$ cat src/rtl/bb55_pkg.sv
// bb55_pkg: shared types, constants and the fixed divide-by-25 helper of the
// 5x5 box blur. No dependencies; every other file of the block imports it.
package bb55_pkg;

  // Window geometry
  localparam int RADIUS     = 2;
  localparam int SPAN       = 2 * RADIUS + 1;
  localparam int LINES      = 2 * RADIUS;
  localparam int LINE_AW    = $clog2(LINES);
  localparam int MAX_HEIGHT = 4096;

  // Field widths
  localparam int CH_W    = 8;
  localparam int Q_W     = 4;
  localparam int SUM_W   = 6;
  localparam int PIX_W   = 3 * CH_W;
  localparam int QPIX_W  = 3 * Q_W;
  localparam int WREG_W  = 12;
  localparam int HREG_W  = 13;
  localparam int CFG_DW  = 13;

  // floor(v / 25) for 8-bit v as (v * 41) >> 10
  localparam int RECIP_MUL   = 41;
  localparam int RECIP_SHIFT = 10;
  localparam int PROD_W      = CH_W + 6;

  // Decoupling queue depth
  localparam int QDEPTH = 4;

  // Register indexes
  localparam logic REG_WIDTH  = 1'b0;
  localparam logic REG_HEIGHT = 1'b1;

  typedef struct packed {
    logic [WREG_W-1:0] width;
    logic [HREG_W-1:0] height;
  } cfg_t;

  typedef struct packed {
    logic [Q_W-1:0] red;
    logic [Q_W-1:0] green;
    logic [Q_W-1:0] blue;
  } qpix_t;

  typedef struct packed {
    logic [SUM_W-1:0] red;
    logic [SUM_W-1:0] green;
    logic [SUM_W-1:0] blue;
  } csum_t;

  // One classified word handed from front to back
  typedef struct packed {
    qpix_t              q;
    logic [LINE_AW-1:0] bank;
    logic [LINES-1:0]   rowv;
    logic [LINES-1:0]   colv;
    logic               emit;
    logic               last;
  } item_t;

  typedef struct packed {
    logic full;
    logic empty;
  } qstat_t;

  function automatic logic [Q_W-1:0] quot25(input logic [CH_W-1:0] v);
    logic [PROD_W-1:0] p;
    p = PROD_W'(v) * PROD_W'(RECIP_MUL);
    return p[RECIP_SHIFT +: Q_W];
  endfunction

endpackage

$ cat src/rtl/bb55_front.sv
// bb55_front: accepts raster words, tracks the extended column and row and
// classifies each word for the back end. Depends on bb55_pkg.
module bb55_front #(
  parameter int MAX_WIDTH = 2048
) (
  input  logic                                          clk_i,
  input  logic                                          rst_ni,
  input  bb55_pkg::cfg_t                                cfg_i,
  input  logic                                          fire_i,
  input  logic                                          cmd_i,
  input  logic [bb55_pkg::PIX_W-1:0]                    pix_i,
  output bb55_pkg::item_t                               item_o,
  output logic [$clog2(MAX_WIDTH+bb55_pkg::RADIUS)-1:0] addr_o
);
  import bb55_pkg::*;

  localparam int StoreW = MAX_WIDTH + RADIUS;
  localparam int AW     = $clog2(StoreW);
  localparam int CW     = $clog2(StoreW + 1);

  logic [CW-1:0]     w_eff, x_q, x_d;
  logic [HREG_W-1:0] h_eff, y_q, y_d;
  logic              pix_ok;

  // Clamp register values to the legal range
  always_comb begin
    if (cfg_i.width == '0) begin
      w_eff = CW'(1);
    end else if (int'(cfg_i.width) > MAX_WIDTH) begin
      w_eff = CW'(MAX_WIDTH);
    end else begin
      w_eff = CW'(cfg_i.width);
    end
    if (cfg_i.height == '0) begin
      h_eff = HREG_W'(1);
    end else if (int'(cfg_i.height) > MAX_HEIGHT) begin
      h_eff = HREG_W'(MAX_HEIGHT);
    end else begin
      h_eff = cfg_i.height;
    end
  end

  // Extended raster position, wraps at width + radius / height + radius
  always_comb begin
    x_d = x_q;
    y_d = y_q;
    if (fire_i) begin
      x_d = x_q + CW'(1);
      if ((x_q + CW'(1)) >= (w_eff + CW'(RADIUS))) begin
        x_d = '0;
        y_d = y_q + HREG_W'(1);
        if ((y_q + HREG_W'(1)) >= (h_eff + HREG_W'(RADIUS))) begin
          y_d = '0;
        end
      end
    end
  end

  always_ff @(posedge clk_i or negedge rst_ni) begin
    if (!rst_ni) begin
      x_q <= '0;
      y_q <= '0;
    end else begin
      x_q <= x_d;
      y_q <= y_d;
    end
  end

  // Classify: quotients, row and column masks, output flags
  assign pix_ok = !cmd_i && (x_q < w_eff) && (y_q < h_eff);

  always_comb begin
    item_o.q.blue  = pix_ok ? quot25(pix_i[0*CH_W +: CH_W]) : '0;
    item_o.q.green = pix_ok ? quot25(pix_i[1*CH_W +: CH_W]) : '0;
    item_o.q.red   = pix_ok ? quot25(pix_i[2*CH_W +: CH_W]) : '0;
    item_o.bank    = y_q[LINE_AW-1:0];
    for (int r = 0; r < LINES; r++) begin
      item_o.rowv[r] = y_q >= HREG_W'(LINES - r);
    end
    for (int k = 0; k < LINES; k++) begin
      item_o.colv[k] = x_q >= CW'(LINES - k);
    end
    item_o.emit = (x_q >= CW'(RADIUS)) && (y_q >= HREG_W'(RADIUS));
    item_o.last = (x_q == (w_eff + CW'(RADIUS - 1))) &&
                  (y_q == (h_eff + HREG_W'(RADIUS - 1)));
  end

  assign addr_o = x_q[AW-1:0];

endmodule

$ cat config.mk
export PLATFORM = sky130hd
export DESIGN_NAME = bb55_front
export DESIGN_NICKNAME = d
export VERILOG_FILES = /design/src/rtl/bb55_pkg.sv /design/src/rtl/bb55_front.sv
export SDC_FILE = /design/constraint.sdc
export NUM_CORES = 1
export LEC_CHECK = 0
export BUFFER_PORTS_ARGS = -buffer_cell sky130_fd_sc_hd__clkbuf_2
export CAP_MARGIN = 10
export CORE_AREA = 2 2 134 136
export DETAILED_ROUTE_END_ITERATION = 6
export DIE_AREA = 0 0 136 138
export PLACE_DENSITY = 0.51
export SETUP_SLACK_MARGIN = 0.5
export SLEW_MARGIN = 30
export SYNTH_ARGS = -nofsm -noshare
export SYNTH_HDL_FRONTEND = slang
export SYNTH_SLANG_ARGS = --single-unit
$ cat constraint.sdc
create_clock -name clk_i -period 7.34 [get_ports clk_i]
set_input_delay 1.468 -clock clk_i [delete_from_list [all_inputs] [get_ports clk_i]]
set_output_delay 1.468 -clock clk_i [all_outputs]
set_load 0.005 [all_outputs]
==> run metrics <==
hold_buf cts 0; Worst EP arrival 5.04 ns; CTS resizes 0; IR drop worst, VDD 105 µV; row count 49; die width 136 µm; Final Hold Vio Count 0; post-synthesis cell area 0.00580 mm²; top-area cell type share of the netlist area 30.9%; startpoint types input port; port bufs 88; Crit Path Class in2out; HP Class reg2reg; drt pass-1 iters 5; Clk pwr share 12.5%; Logic pwr share 64.0%; setup violators final 0; routed wire length 15.8 mm; Clock Latency Late Sink 0.27 ns; number of remaining DRC errors 0; TritonCTS clock tree yes; Crit Path Max Fanout 9; Yosys top cell by area ha_1; NetSw 0.000510 W; Synth top cells by count 143 x ha_1, 66 x inv_1, 44 x nand2_1, 44 x xnor2_1, 32 x nor2_1; first-pass GRT wire length 25.6 mm; initial antenna violation count 0; upper clock frequency limit 154 MHz; layout cell share with drive strength beyond 1 14.6%; Seq/Total Area, Yosys 10.8%; CP Data Required Time 5.87 ns; worst clock skew 0.00292 ns; crit path time final 6.50 ns; core region area 0.0175 mm²; ys flop type dfrtp_1; ant diodes 0; CTS H-tree depth 1; CTS buffer count 3; switching share of total power 47.8%; vias 5253; Power per Cell Area 165 mW/mm²; Post-CTS Setup Bufs 0; fin. max-slew vios 0; Worst-path clk slew 0.07 ns; number of global-route vias before repair 5025; clk buf depth 2; antenna viol nets, final 0; final core occ 36.9%; LEAKAGE 3.22 nW; post-route setup TNS 0 ns; flops & latches, synth 25; Starting Density 33.1%; syn nets 912; period utilisation layout 88.6%; GR Util All Layers 16.9%; final estimated routing congestion in global placement 0.856; vias per inst 5.24; critical path endpoint category output port; Root Driver clkbuf_16; Reg power frac 23.6%; EDFF count, synth 0; CTS sink count 25; Synth cell types 66; FFs w/ async S/R, synth 100%; iteration-0 DRC count of the detailed router 209; Design Area, Final 0.00647 mm²; placed cell areas 0.00639 mm²; Die Ht 138 µm; ranking of synthesized cells by area ha_1 31%, dfrtp_1 11%, xnor2_1 6.6%; worst-margin pin slew 0.989 ns; relative slew slack 33.8%; Area Overhead vs Synth 11.6%; routed len/inst 15.8 µm; DIE AREA 0.0188 mm²; MaxCap Viol Count 0; status complete, no violations; largest net degree at the start of global routing 26; GRT overflow 0; Power Internal 0.000556 W; count leader, synth ha_1; RSZ-0062 raised after global routing no; Post-Synthesis Cells 710; io pins 89; layout net count 976; average cell area after synthesis 8.16 µm²; Ys Warns 0; Final HPWL DP 13.1 mm
layer usage:
metal / GRT usage (%) / routed length [µm] / part of all wire, %
met2: 27.3 / 7300 / 46
met4: 2.47 / 131 / 0.83
met3: 2.02 / 656 / 4.2
met5: 0 / 0 / 0
met1: 24.4 / 7700 / 49
kinds of logic (layout without fill, tap and decap cells):
kind of cell	after synthesis	in the layout	share of synthesized area, %
AND/OR/NAND/NOR	233	233	22.3
adder cells (fa/ha/maj)	149	149	32.9
AO/OA/AOI/OAI	132	132	15.9
buffers and inverters	99	162	6.84
XOR/XNOR	62	62	9.37
flip-flops	25	25	10.8
multiplexers	10	10	1.83
state kept, by name, indices dropped and copies added (netlist names):
register / count
addr_o: 12
y_q: 13
power by group through the flow:
stage | sequential, W | clock [W] | combinational, W
6_report | 0.000251 | 0.000133 | 0.000682
5_1_grt | 0.000260 | 0.000142 | 0.000785
4_1_cts | 0.000251 | 0.000136 | 0.000694
3_5_place_dp | 0.000254 | 0 | 0.000687
3_3_place_gp | 0.000255 | 0 | 0.000691
2_1_floorplan | 0.000207 | 0 | 0.000504
cell type report:
| type | count | area (µm²) |
|---|---|---|
| sequential | 25 | 626 |
| clock buffer | 4 | 78.8 |
| tap | 229 | 287 |
| multi-input combinational | 586 | 4770 |
| fill | 1879 | 11100 |
| timing repair buffer | 88 | 440 |
| inverter | 70 | 263 |
worst max-delay path, cell delays in order:
cell and delay, ns:
clkbuf_2 0.17, nor4_1 0.44, a31oi_1 0.30, nor2_1 0.35
ha_1 0.31, xor2_1 0.14, a2111o_1 0.43, a2111oi_4 0.32
nand4_1 0.17, nor4b_2 0.31, o2111ai_1 0.20, nor4_2 0.24
clkbuf_2 0.18
layout by cell type (no fill, tap or decap), drive strengths merged, types with 4 or more instances in the layout:
| master | n |
|---|---|
| a2111oi | 6 |
| a211o | 4 |
| a21boi | 5 |
| a21o | 6 |
| a21oi | 21 |
| a22o | 13 |
| a31oi | 8 |
| and3 | 17 |
| clkbuf | 92 |
| dfrtp | 25 |
| fa | 6 |
| ha | 143 |
| inv | 69 |
| mux2 | 5 |
| mux2i | 5 |
| nand2 | 44 |
| nand2b | 7 |
| nand3 | 32 |
| nand4 | 5 |
| nor2 | 32 |
| nor2b | 17 |
| nor3 | 20 |
| nor3b | 15 |
| nor4 | 13 |
| o2111ai | 4 |
| o21a | 10 |
| o21ai | 31 |
| o22ai | 10 |
| or2 | 8 |
| xnor2 | 44 |
| xor2 | 18 |
metrics by stage:
stage,total power [W],std cells,hold WS [ns],setup WS [ns]
finish,0.00107,1002,0.720,0.835
global route,0.00119,1002,0.761,0.530
CTS,0.00108,1002,0.716,0.793
detailed placement,0.000941,998,0.700,0.800
global placement,0.000945,998,0.700,0.804
floorplan,0.000712,710,0.601,1.38
final timing paths:
kind                       cells past startpoint                  start                     end  slack, ns
setup / recovery                              13               cfg_i[3]               item_o[0]       0.84
hold / removal                                 2  addr_o[8]$_DFFE_PN0P_   addr_o[8]$_DFFE_PN0P_       0.72
setup reg to reg                              13  addr_o[1]$_DFFE_PN0P_      y_q[0]$_DFFE_PN0P_       2.84
hold reg to reg                                2  addr_o[8]$_DFFE_PN0P_   addr_o[8]$_DFFE_PN0P_       0.72
max in group asynchronous                      1                 rst_ni  addr_o[11]$_DFFE_PN0P_       5.62
min in group asynchronous                      1                 rst_ni      y_q[0]$_DFFE_PN0P_       1.25
(Power assumes the default switching activity.)
