File: src/rtl/bb55_pkg.sv
// bb55_pkg: shared types, constants and the fixed divide-by-25 helper of the
// 5x5 box blur. No dependencies; every other file of the block imports it.
package bb55_pkg;

  // Window geometry
  localparam int RADIUS     = 2;
  localparam int SPAN       = 2 * RADIUS + 1;
  localparam int LINES      = 2 * RADIUS;
  localparam int LINE_AW    = $clog2(LINES);
  localparam int MAX_HEIGHT = 4096;

  // Field widths
  localparam int CH_W    = 8;
  localparam int Q_W     = 4;
  localparam int SUM_W   = 6;
  localparam int PIX_W   = 3 * CH_W;
  localparam int QPIX_W  = 3 * Q_W;
  localparam int WREG_W  = 12;
  localparam int HREG_W  = 13;
  localparam int CFG_DW  = 13;

  // floor(v / 25) for 8-bit v as (v * 41) >> 10
  localparam int RECIP_MUL   = 41;
  localparam int RECIP_SHIFT = 10;
  localparam int PROD_W      = CH_W + 6;

  // Decoupling queue depth
  localparam int QDEPTH = 4;

  // Register indexes
  localparam logic REG_WIDTH  = 1'b0;
  localparam logic REG_HEIGHT = 1'b1;

  typedef struct packed {
    logic [WREG_W-1:0] width;
    logic [HREG_W-1:0] height;
  } cfg_t;

  typedef struct packed {
    logic [Q_W-1:0] red;
    logic [Q_W-1:0] green;
    logic [Q_W-1:0] blue;
  } qpix_t;

  typedef struct packed {
    logic [SUM_W-1:0] red;
    logic [SUM_W-1:0] green;
    logic [SUM_W-1:0] blue;
  } csum_t;

  // One classified word handed from front to back
  typedef struct packed {
    qpix_t              q;
    logic [LINE_AW-1:0] bank;
    logic [LINES-1:0]   rowv;
    logic [LINES-1:0]   colv;
    logic               emit;
    logic               last;
  } item_t;

  typedef struct packed {
    logic full;
    logic empty;
  } qstat_t;

  function automatic logic [Q_W-1:0] quot25(input logic [CH_W-1:0] v);
    logic [PROD_W-1:0] p;
    p = PROD_W'(v) * PROD_W'(RECIP_MUL);
    return p[RECIP_SHIFT +: Q_W];
  endfunction

endpackage

File: src/rtl/bb55_fifo.sv
// bb55_fifo: short register queue between front and back of the box blur.
// Depends on bb55_pkg for depth and status type.
module bb55_fifo #(
  parameter int W = 8
) (
  input  logic             clk_i,
  input  logic             rst_ni,
  input  logic             push_i,
  input  logic [W-1:0]     data_i,
  input  logic             pop_i,
  output logic [W-1:0]     data_o,
  output bb55_pkg::qstat_t stat_o
);
  import bb55_pkg::*;

  localparam int PW = $clog2(QDEPTH);
  localparam int NW = $clog2(QDEPTH + 1);

  logic [W-1:0]  mem_q [QDEPTH];
  logic [PW-1:0] wr_ptr_q, rd_ptr_q;
  logic [NW-1:0] cnt_q, cnt_d;

  // Entry storage
  always_ff @(posedge clk_i) begin
    if (push_i) begin
      mem_q[wr_ptr_q] <= data_i;
    end
  end

  // Pointers and fill level
  always_comb begin
    cnt_d = cnt_q;
    if (push_i && !pop_i) begin
      cnt_d = cnt_q + NW'(1);
    end else if (pop_i && !push_i) begin
      cnt_d = cnt_q - NW'(1);
    end
  end

  always_ff @(posedge clk_i or negedge rst_ni) begin
    if (!rst_ni) begin
      wr_ptr_q <= '0;
      rd_ptr_q <= '0;
      cnt_q    <= '0;
    end else begin
      if (push_i) begin
        wr_ptr_q <= wr_ptr_q + PW'(1);
      end
      if (pop_i) begin
        rd_ptr_q <= rd_ptr_q + PW'(1);
      end
      cnt_q <= cnt_d;
    end
  end

  assign data_o       = mem_q[rd_ptr_q];
  assign stat_o.full  = cnt_q == NW'(QDEPTH);
  assign stat_o.empty = cnt_q == '0;

endmodule

File: config.mk
export PLATFORM = sky130hd
export DESIGN_NAME = bb55_fifo
export DESIGN_NICKNAME = d
export VERILOG_FILES = /design/src/rtl/bb55_pkg.sv /design/src/rtl/bb55_fifo.sv
export SDC_FILE = /design/constraint.sdc
export NUM_CORES = 1
export LEC_CHECK = 0
export BUFFER_PORTS_ARGS = -buffer_cell sky130_fd_sc_hd__buf_4
export CAP_MARGIN = 30
export CORE_MARGIN = 3
export CORE_UTILIZATION = 40
export DETAILED_ROUTE_END_ITERATION = 8
export PLACE_DENSITY = 0.6
export RECOVER_POWER = 100
export SETUP_SLACK_MARGIN = 0.05
export SLEW_MARGIN = 30
export SYNTH_ARGS = -nofsm -noshare
export SYNTH_HDL_FRONTEND = slang
export SYNTH_SLANG_ARGS = --single-unit
File: constraint.sdc
create_clock -name clk_i -period 2 [get_ports clk_i]
set_clock_uncertainty 0.15 [all_clocks]
set_input_delay 0.2 -clock clk_i [delete_from_list [all_inputs] [get_ports clk_i]]
set_output_delay 0.2 -clock clk_i [all_outputs]
set_load 0.03 [all_outputs]
==> results_dict.tcl, run 1 <==
set metrics [dict create \
    outcome "complete, no violations" \
    remaining_drc_errors 0 \
    antenna_found_initial 0 \
    synth-seq-cells 39 \
    worst_ir_drop_vdd_mv 0.802 \
    cts_root_buffer "clkbuf_8" \
    first_global_vias 825 \
    period_share_pct 94.7 \
    synth.lib_cells_used.distinct 17 \
    fin_tns_setup_ps 0 \
    rows 21 \
    ios 22 \
    critical_path.max_stage_delay_ps 520 \
    detailroute.via_count 768 \
    finish.utilization_pct 54.7 \
    critPathMaxFanout 3 \
    globalRouteOverflowTotal 0 \
    dieArea_mm2 0.00465 \
    seq_area_frac_synth_pct 73.4 \
    grt_setup_unrepaired "no" \
    place.gp.congestion 0.714 \
    starting_density_pct 44.0 \
    global_route_wire_length_before_repair_um 4110 \
    report.power.total_uw 2780 \
    cts_tree "done" \
    synth_warnings 0 \
    core-area_mm2 0.00352 \
    crit_path_start_kind "input pin" \
    pwr_density_cell_mw_per_mm2 1450 \
    clock_insertion_delay_worst_skew_ps 290 \
    drt-total-wl_um 2440 \
    timing.max_slew.rel_slack_pct 58.2 \
    r2r.worst_path.cells 3 \
    die_y_um 68.2 \
    fmax_mhz 528 \
    clock-sinks 39 \
    placedCellCount 143 \
    drt_pre_antenna_iters 4 \
    final.min_clock_period_ps 1890 \
    crit_path_frequent_cell "inv_1" \
    syn_area_mm2 0.00155 \
    synth_fp_nets 94 \
    timing.critical_path.to_type "flop" \
    clk_pin_slew_worst_paths_ps 70 \
    placement.io_buffers 21 \
    layout_commonest_cell "edfxtp_1" \
    fp.dieW_um 68.2 \
    worst_slew_pin_slew_ps 627 \
    nets 134 \
    worst_hold_path_type "in -> async" \
    area_delta_synth_final_pct 24.3 \
    vias_per_cell 4.71 \
    critical-path-slowest-cell "dlygate4sd3_1" \
    drtAntennaViolNets 0 \
    count_of_endpoints_failing_setup_in_the_final_report 0 \
    timing.critical_path.cells "dlygate4sd3_1 > clkbuf_1 > inv_1 > ha_1 > inv_1 > fa_2 > mux2_2" \
    post-dp-hpwl_um 1660 \
    synth.avg_cell_area_um2 20.4 \
    htree_num_levels 2 \
    avgRoutedWirePerCell_um 15.0 \
    timing_hold_violations_final 0 \
    maximum_number_of_pins_on_one_net_before_global_route_repair 13 \
    p_leak_uw 0.000703 \
    globalRouteTotalUtil_pct 13.2 \
    finish.cell_count_without_fillers 163 \
    numCtsBuffers 5 \
    arrival_ps 1920 \
    cap_viol_max_count 0 \
    post_route_cells_drive_above_1_share_pct 24.8 \
    critPathRequiredTime_ps 2030 \
    criticalPathCategory "in -> reg" \
    initialDrtViolationCount 56 \
    drv_slew 0 \
    cts_max_path_buffers 2 \
    mostFrequentLayoutCells "32 x edfxtp_1, 12 x clkbuf_1, 11 x dlygate4sd3_1" \
    synth_cells 76 \
    diodes 0 \
]
[layout make-up]
type	instances	area, um^2
clock buffers	5	68.8
clock inverters	3	38.8
fillers	309	1600
inverters	4	15.0
multi-input cells	31	383
flip-flops and latches	39	1140
well taps	46	57.6
repair buffers	35	225
[registers in the layout (all words and copies together) (netlist names)]
| signal | cells |
|---|---|
| cnt_q | 3 |
| mem_q | 32 |
| wr_ptr_q | 2 |
| rd_ptr_q | 2 |
[what timing repair did]
action                                  CTS  global route
hold buffers                             11             0
endpoints found under the setup margin    0             1
hold endpoints to repair                 41             0
buffers inserted                          0             1
resized for setup                         0             2
[critical path, delay by kind of cell]
kind | cells | cell delay, ps
adder cells (fa/ha/maj) | 2 | 630
multiplexers | 1 | 270
buffers and inverters | 4 | 820
[metal layers]
layer	routed length, um	up-vias	share of wire [%]	GRT usage [%]
met2	1250	16	51	21.5
met1	1010	380	41	15.0
met4	57	0	2.3	6.70
li1	-	366	-	-
met5	0	-	0	0
met3	125	6	5.1	5.42
[cells in the mapped netlist]
master / instances / share of area, %
ha_1: 5 / 4.0
nand2_1: 2 / 0.49
edfxtp_1: 32 / 62
inv_1: 4 / 0.97
nor2_1: 1 / 0.24
xor2_1: 4 / 2.3
and2_1: 4 / 1.6
dfrtp_1: 7 / 11
o21ai_0: 1 / 0.32
fa_1: 1 / 1.3
buf_6: 1 / 0.73
buf_2: 1 / 0.32
nor3b_1: 1 / 0.49
mux4_2: 8 / 12
xnor2_1: 2 / 1.1
mux2_2: 1 / 0.73
nor3_1: 1 / 0.32
[through the flow]
stage | instance area (um^2) | worst slack [ps] | hold WS, ps
6_report | 1920 | 105 | 188
5_1_grt | 1920 | 49.9 | 236
2_1_floorplan | 1550 | 472 | -246
4_1_cts | 1980 | 90.8 | 100
3_3_place_gp | 1760 | 411 | -130
3_5_place_dp | 1760 | 349 | -131
[worst paths after layout]
| kind | from | endpoint | slack, ps |
|---|---|---|---|
| worst max-delay path | pop_i | cnt_q[1] | 110 |
| worst min-delay path | rst_ni | cnt_q[0] | 190 |
| worst max register to register | wr_ptr_q[0] | mem_q[2][2] | 300 |
| worst min register to register | cnt_q[2] | cnt_q[2] | 340 |
| max in group asynchronous | rst_ni | cnt_q[2] | 1240 |
| min in group clk_i | cnt_q[2] | cnt_q[2] | 340 |
[logic make-up after synthesis]
kind of cell               after synthesis  share of synthesized area (%)
AOI/OAI and AO/OA                        1                          0.323
muxes                                    9                           12.4
xor gates and xnor gates                 6                           3.40
adders and majority gates                6                           5.34
and+or+nand+nor                          9                           3.15
buffers and inverters                    6                           2.02
DFF                                     39                           73.4
[power by group]
| group | total [uW] | switching [uW] | internal [uW] |
|---|---|---|---|
| logic | 944 | 547 | 396 |
| clock network | 621 | 256 | 365 |
| registers | 1220 | 128 | 1090 |
No activity file was read; power rests on OpenSTA's default activity.
==> inputs of run 2 (changes only) <==
--- a/config.mk
+++ b/config.mk
@@ -11,7 +11,7 @@
 export CORE_UTILIZATION = 40
 export DETAILED_ROUTE_END_ITERATION = 8
 export PLACE_DENSITY = 0.6
-export RECOVER_POWER = 100
+export RECOVER_POWER = 50
 export SETUP_SLACK_MARGIN = 0.05
 export SLEW_MARGIN = 30
 export SYNTH_ARGS = -nofsm -noshare
==> results_dict.tcl, run 2 (synthesized netlist as in run 1, its figures left out) <==
set metrics [dict create \
    outcome "complete, no violations" \
    initialDrtViolationCount 52 \
    area_delta_synth_final_pct 26.3 \
    report.power.total_uw 2860 \
    grt_setup_unrepaired "no" \
    drt_pre_antenna_iters 4 \
    cts_tree "done" \
    worst_slew_pin_slew_ps 438 \
    fin_tns_setup_ps 0 \
    route.layer.met1.wl_um 1010 \
    globalRouteOverflowTotal 0 \
    critical_path.max_stage_delay_ps 520 \
    numCtsBuffers 5 \
    clock-sinks 39 \
    critPathRequiredTime_ps 1650 \
    core-area_mm2 0.00352 \
    registers_with_the_most_flip_flops "mem_q (32), cnt_q (3)" \
    timing.critical_path.to_type "primary output" \
    cts_max_path_buffers 2 \
    critical-path-slowest-cell "mux4_2" \
    drtAntennaViolNets 0 \
    drt-total-wl_um 2450 \
    crit_path_start_kind "flop" \
    placement.io_buffers 21 \
    place.gp.congestion 0.714 \
    fmax_mhz 534 \
    first_global_vias 825 \
    ios 22 \
    worst_ir_drop_vdd_mv 0.806 \
    fp.dieW_um 68.2 \
    remaining_drc_errors 0 \
    drv_slew 0 \
    highest_routed_layer "met4" \
    diodes 0 \
    fillCellCount 298 \
    global_route_wire_length_before_repair_um 4110 \
    antenna_found_initial 0 \
    detailroute.wirelength.met2_um 1260 \
    timing.critical_path.cells "buf_4 > mux4_2 > buf_4" \
    period_share_pct 93.7 \
    die_y_um 68.2 \
    top_reg_by_flops "mem_q" \
    detailroute.wirelength.met3_um 127 \
    p_leak_uw 0.000719 \
    criticalPathCategory "reg -> out" \
    dieArea_mm2 0.00465 \
    rows 21 \
    avgRoutedWirePerCell_um 15.0 \
    timing_hold_violations_final 0 \
    nets 134 \
    layout_commonest_cell "edfxtp_1" \
    post_route_cells_drive_above_1_share_pct 27.4 \
    count_of_endpoints_failing_setup_in_the_final_report 0 \
    cap_viol_max_count 0 \
    globalRouteTotalUtil_pct 13.2 \
    critPathMaxFanout 7 \
    placement.cell_area_mm2 0.00176 \
    post-dp-hpwl_um 1660 \
    clk_pin_slew_worst_paths_ps 70 \
    pwr_density_cell_mw_per_mm2 1460 \
    mostFrequentLayoutCells "32 x edfxtp_1, 14 x buf_4, 11 x dlygate4sd3_1" \
    cts_root_buffer "clkbuf_8" \
    detailroute.via_count 775 \
    worst_hold_path_type "in -> async" \
    hold_ws_ps 188 \
    clock_insertion_delay_worst_skew_ps 290 \
    arrival_ps 1520 \
    crit_path_frequent_cell "buf_4" \
    final_design_area_no_fill_mm2 0.00195 \
    final.min_clock_period_ps 1870 \
    maximum_number_of_pins_on_one_net_before_global_route_repair 13 \
    starting_density_pct 44.0 \
    vias_per_cell 4.75 \
    htree_num_levels 2 \
    timing.max_slew.rel_slack_pct 70.8 \
    largest_reg_flops 32 \
]
[run 2: layer usage]
metal | vias up | global-route usage (%)
li1 | 365 | -
met1 | 386 | 15.0
met2 | 18 | 21.5
met3 | 6 | 5.42
met4 | 0 | 6.70
met5 | - | 0
[run 2: power breakdown]
part	total (uW)	switching, uW	leakage, uW	internal, uW
Clock	620	256	0.0000556	365
Combinational	1020	552	0.000287	472
Sequential	1220	128	0.000376	1090
Total	2860	936	0.000719	1930
[run 2: final cells by class]
class                      count  area (um^2)  share of cell area [%]
timing repair buffer          35          253                    12.9
clock buffer                   5         68.8                    3.52
tap                           46         57.6                    2.94
multi-input combinational     31          385                    19.7
inverter                       4         15.0                   0.768
sequential                    39         1140                    58.1
clock inverter                 3         38.8                    1.98
[run 2: critical path: cells and delay by family, from the launching register on]
family,cells,cell delay (ps)
multiplexers,1,520
buffers and inverters,2,370
flip-flops,1,340
[run 2: path summary, 6_finish.rpt]
| check | slack, ps | endpoint | cells past startpoint | from |
|---|---|---|---|---|
| max | 130 | data_o[7] | 3 | rd_ptr_q[0] |
| max in group asynchronous | 1240 | cnt_q[2] | 2 | rst_ni |
| min | 190 | cnt_q[0] | 2 | rst_ni |
| min in group clk_i | 340 | cnt_q[2] | 1 | cnt_q[2] |
| max reg2reg | 440 | mem_q[2][2] | 3 | wr_ptr_q[0] |
| min reg2reg | 340 | cnt_q[2] | 1 | cnt_q[2] |
[run 2: stage by stage]
step	worst slack [ps]	std cells	util [%]
floorplan	472	76	-
global placement	411	143	50.0
detailed placement	349	143	50.0
CTS	90.8	162	56.2
global route	59.8	163	55.5
finish	127	163	55.5
[run 2: what timing repair did]
item | CTS | global route
setup buffers | 0 | 1
endpoints found under the setup margin | 0 | 1
resized for setup | 0 | 2
hold buffers | 11 | 0
hold endpoints to repair | 41 | 0
==> inputs of run 3 (changes only) <==
==> constraint.sdc (replaced) <==
create_clock -name clk_i -period 2 [get_ports clk_i]
set_clock_uncertainty 0.15 [all_clocks]
set_input_delay 0.4 -clock clk_i [delete_from_list [all_inputs] [get_ports clk_i]]
set_output_delay 0.4 -clock clk_i [all_outputs]
set_load 0.03 [all_outputs]
==> results_dict.tcl, run 3 (synthesized netlist as in run 1, its figures left out) <==
set metrics [dict create \
    final_design_area_no_fill_mm2 0.00192 \
    placement.io_buffers 21 \
    report.power.total_uw 3090 \
    grt_setup_unrepaired "yes" \
    clock_insertion_delay_worst_skew_ps 280 \
    dieArea_mm2 0.00465 \
    pwr_density_cell_mw_per_mm2 1610 \
    violations "negative setup slack" \
    place.gp.congestion 0.679 \
    nets 123 \
    first_global_vias 804 \
    layout_commonest_cell "edfxtp_1" \
    detailroute.wirelength.met2_um 1160 \
    htree_num_levels 2 \
    placedCellCount 142 \
    area_taken_by_multi_input_logic_gates_um2 380 \
    initialDrtViolationCount 32 \
    detailroute.via_count 728 \
    cap_viol_max_count 0 \
    registers_with_the_most_flip_flops "mem_q (32), cnt_q (3)" \
    drt_pre_antenna_iters 4 \
    critical_path.max_stage_delay_ps 510 \
    clk_pin_slew_worst_paths_ps 70 \
    worst-path-buf-inv 2 \
    final.min_clock_period_ps 2020 \
    ios 22 \
    placement.cell_area_mm2 0.00177 \
    hold_ws_ps 161 \
    outcome "complete, but fails checks" \
    worst_hold_path_type "in -> reg" \
    globalRouteTotalUtil_pct 12.6 \
    arrival_ps 1470 \
    crit_path_start_kind "flop" \
    area.sequential_mm2 0.00114 \
    timing.critical_path.to_type "primary output" \
    cts_max_path_buffers 2 \
    worst_slew_pin_slew_ps 447 \
    top_reg_by_flops "mem_q" \
    critPathRequiredTime_ps 1450 \
    count_of_endpoints_failing_setup_in_the_final_report 8 \
    drt-total-wl_um 2290 \
    p_leak_uw 0.000699 \
    drtAntennaViolNets 0 \
    drv_slew 0 \
    crit_family "multiplexers" \
    diodes 0 \
    die_y_um 68.2 \
    worst_ir_drop_vdd_mv 0.624 \
    criticalPathCategory "reg -> out" \
    mostFrequentLayoutCells "32 x edfxtp_1, 9 x clkbuf_1, 8 x mux4_2, 8 x buf_6, 6 x dfrtp_1" \
    clock-sinks 39 \
    highest_routed_layer "met4" \
    starting_density_pct 44.0 \
    route.layer.met1.wl_um 1030 \
    core-area_mm2 0.00352 \
    fp.dieW_um 68.2 \
    cts_tree "done" \
    global_route_wire_length_before_repair_um 3950 \
    largest_reg_flops 32 \
    fin_tns_setup_ps -105 \
    vias_per_cell 4.79 \
    critPathMaxFanout 9 \
    numCtsBuffers 5 \
    cts_root_buffer "clkbuf_8" \
    finish.cell_count_without_fillers 152 \
    maximum_number_of_pins_on_one_net_before_global_route_repair 14 \
    fillCellCount 311 \
    avgRoutedWirePerCell_um 15.1 \
    timing.critical_path.cells "buf_12 > mux4_2 > buf_6" \
    antenna_found_initial 0 \
    fmax_mhz 495 \
    timing.final.ws_setup_ps -20.1 \
    area_delta_synth_final_pct 23.9 \
    globalRouteOverflowTotal 0 \
    period_share_pct 101 \
    rows 21 \
    post_route_cells_drive_above_1_share_pct 30.2 \
    timing_hold_violations_final 0 \
    timing.max_slew.rel_slack_pct 70.2 \
    critical-path-slowest-cell "mux4_2" \
    remaining_drc_errors 0 \
    detailroute.wirelength.met3_um 77 \
]
[run 3: worst paths after layout]
| check | from | endpoint | slack, ps | cells past startpoint |
|---|---|---|---|---|
| max | rd_ptr_q[0] | data_o[6] | -20 | 3 |
| min in group asynchronous | rst_ni | wr_ptr_q[0] | 400 | 2 |
| min reg2reg | cnt_q[2] | cnt_q[2] | 360 | 1 |
| min | pop_i | rd_ptr_q[0] | 160 | 2 |
| max reg2reg | wr_ptr_q[0] | mem_q[0][4] | 450 | 3 |
| max in group asynchronous | rst_ni | rd_ptr_q[1] | 1000 | 2 |
[run 3: cell type report]
cell class	count	area share, %
well taps	46	3.00
multi-input cells	31	19.8
repair buffers	24	9.98
clock inverters	3	3.52
clock buffers	5	3.59
flip-flops and latches	39	59.3
inverters	4	0.783
[run 3: metal layers]
layer  up-vias  global-route usage (%)
met4         0                    6.70
met3         2                    3.94
met5         -                       0
met1       370                    15.7
met2        13                    19.6
li1        343                       -
[run 3: per-stage QoR]
| stage | setup slack [ps] | util [%] |
|---|---|---|
| after floorplan | 272 | - |
| after global placement | 224 | 50.2 |
| after detailed placement | 179 | 50.2 |
| after CTS | -48.6 | 55.4 |
| after global routing | -97.2 | 54.5 |
| final | -20.1 | 54.5 |
[run 3: repair_timing]
item,4_1_cts,5_1_grt
setup endpoints to repair,8,8
endpoints found under the hold margin,7,0
hold buffers,1,0
cloned,0,0
gates resized for setup,8,1
buffers inserted,1,0
[run 3: power breakdown]
part           switching (uW)  leakage (uW)  internal [uW]
registers                 128      0.000375           1090
logic                     565      0.000260            546
clock network             260     0.0000644            497
total                     952      0.000699           2130
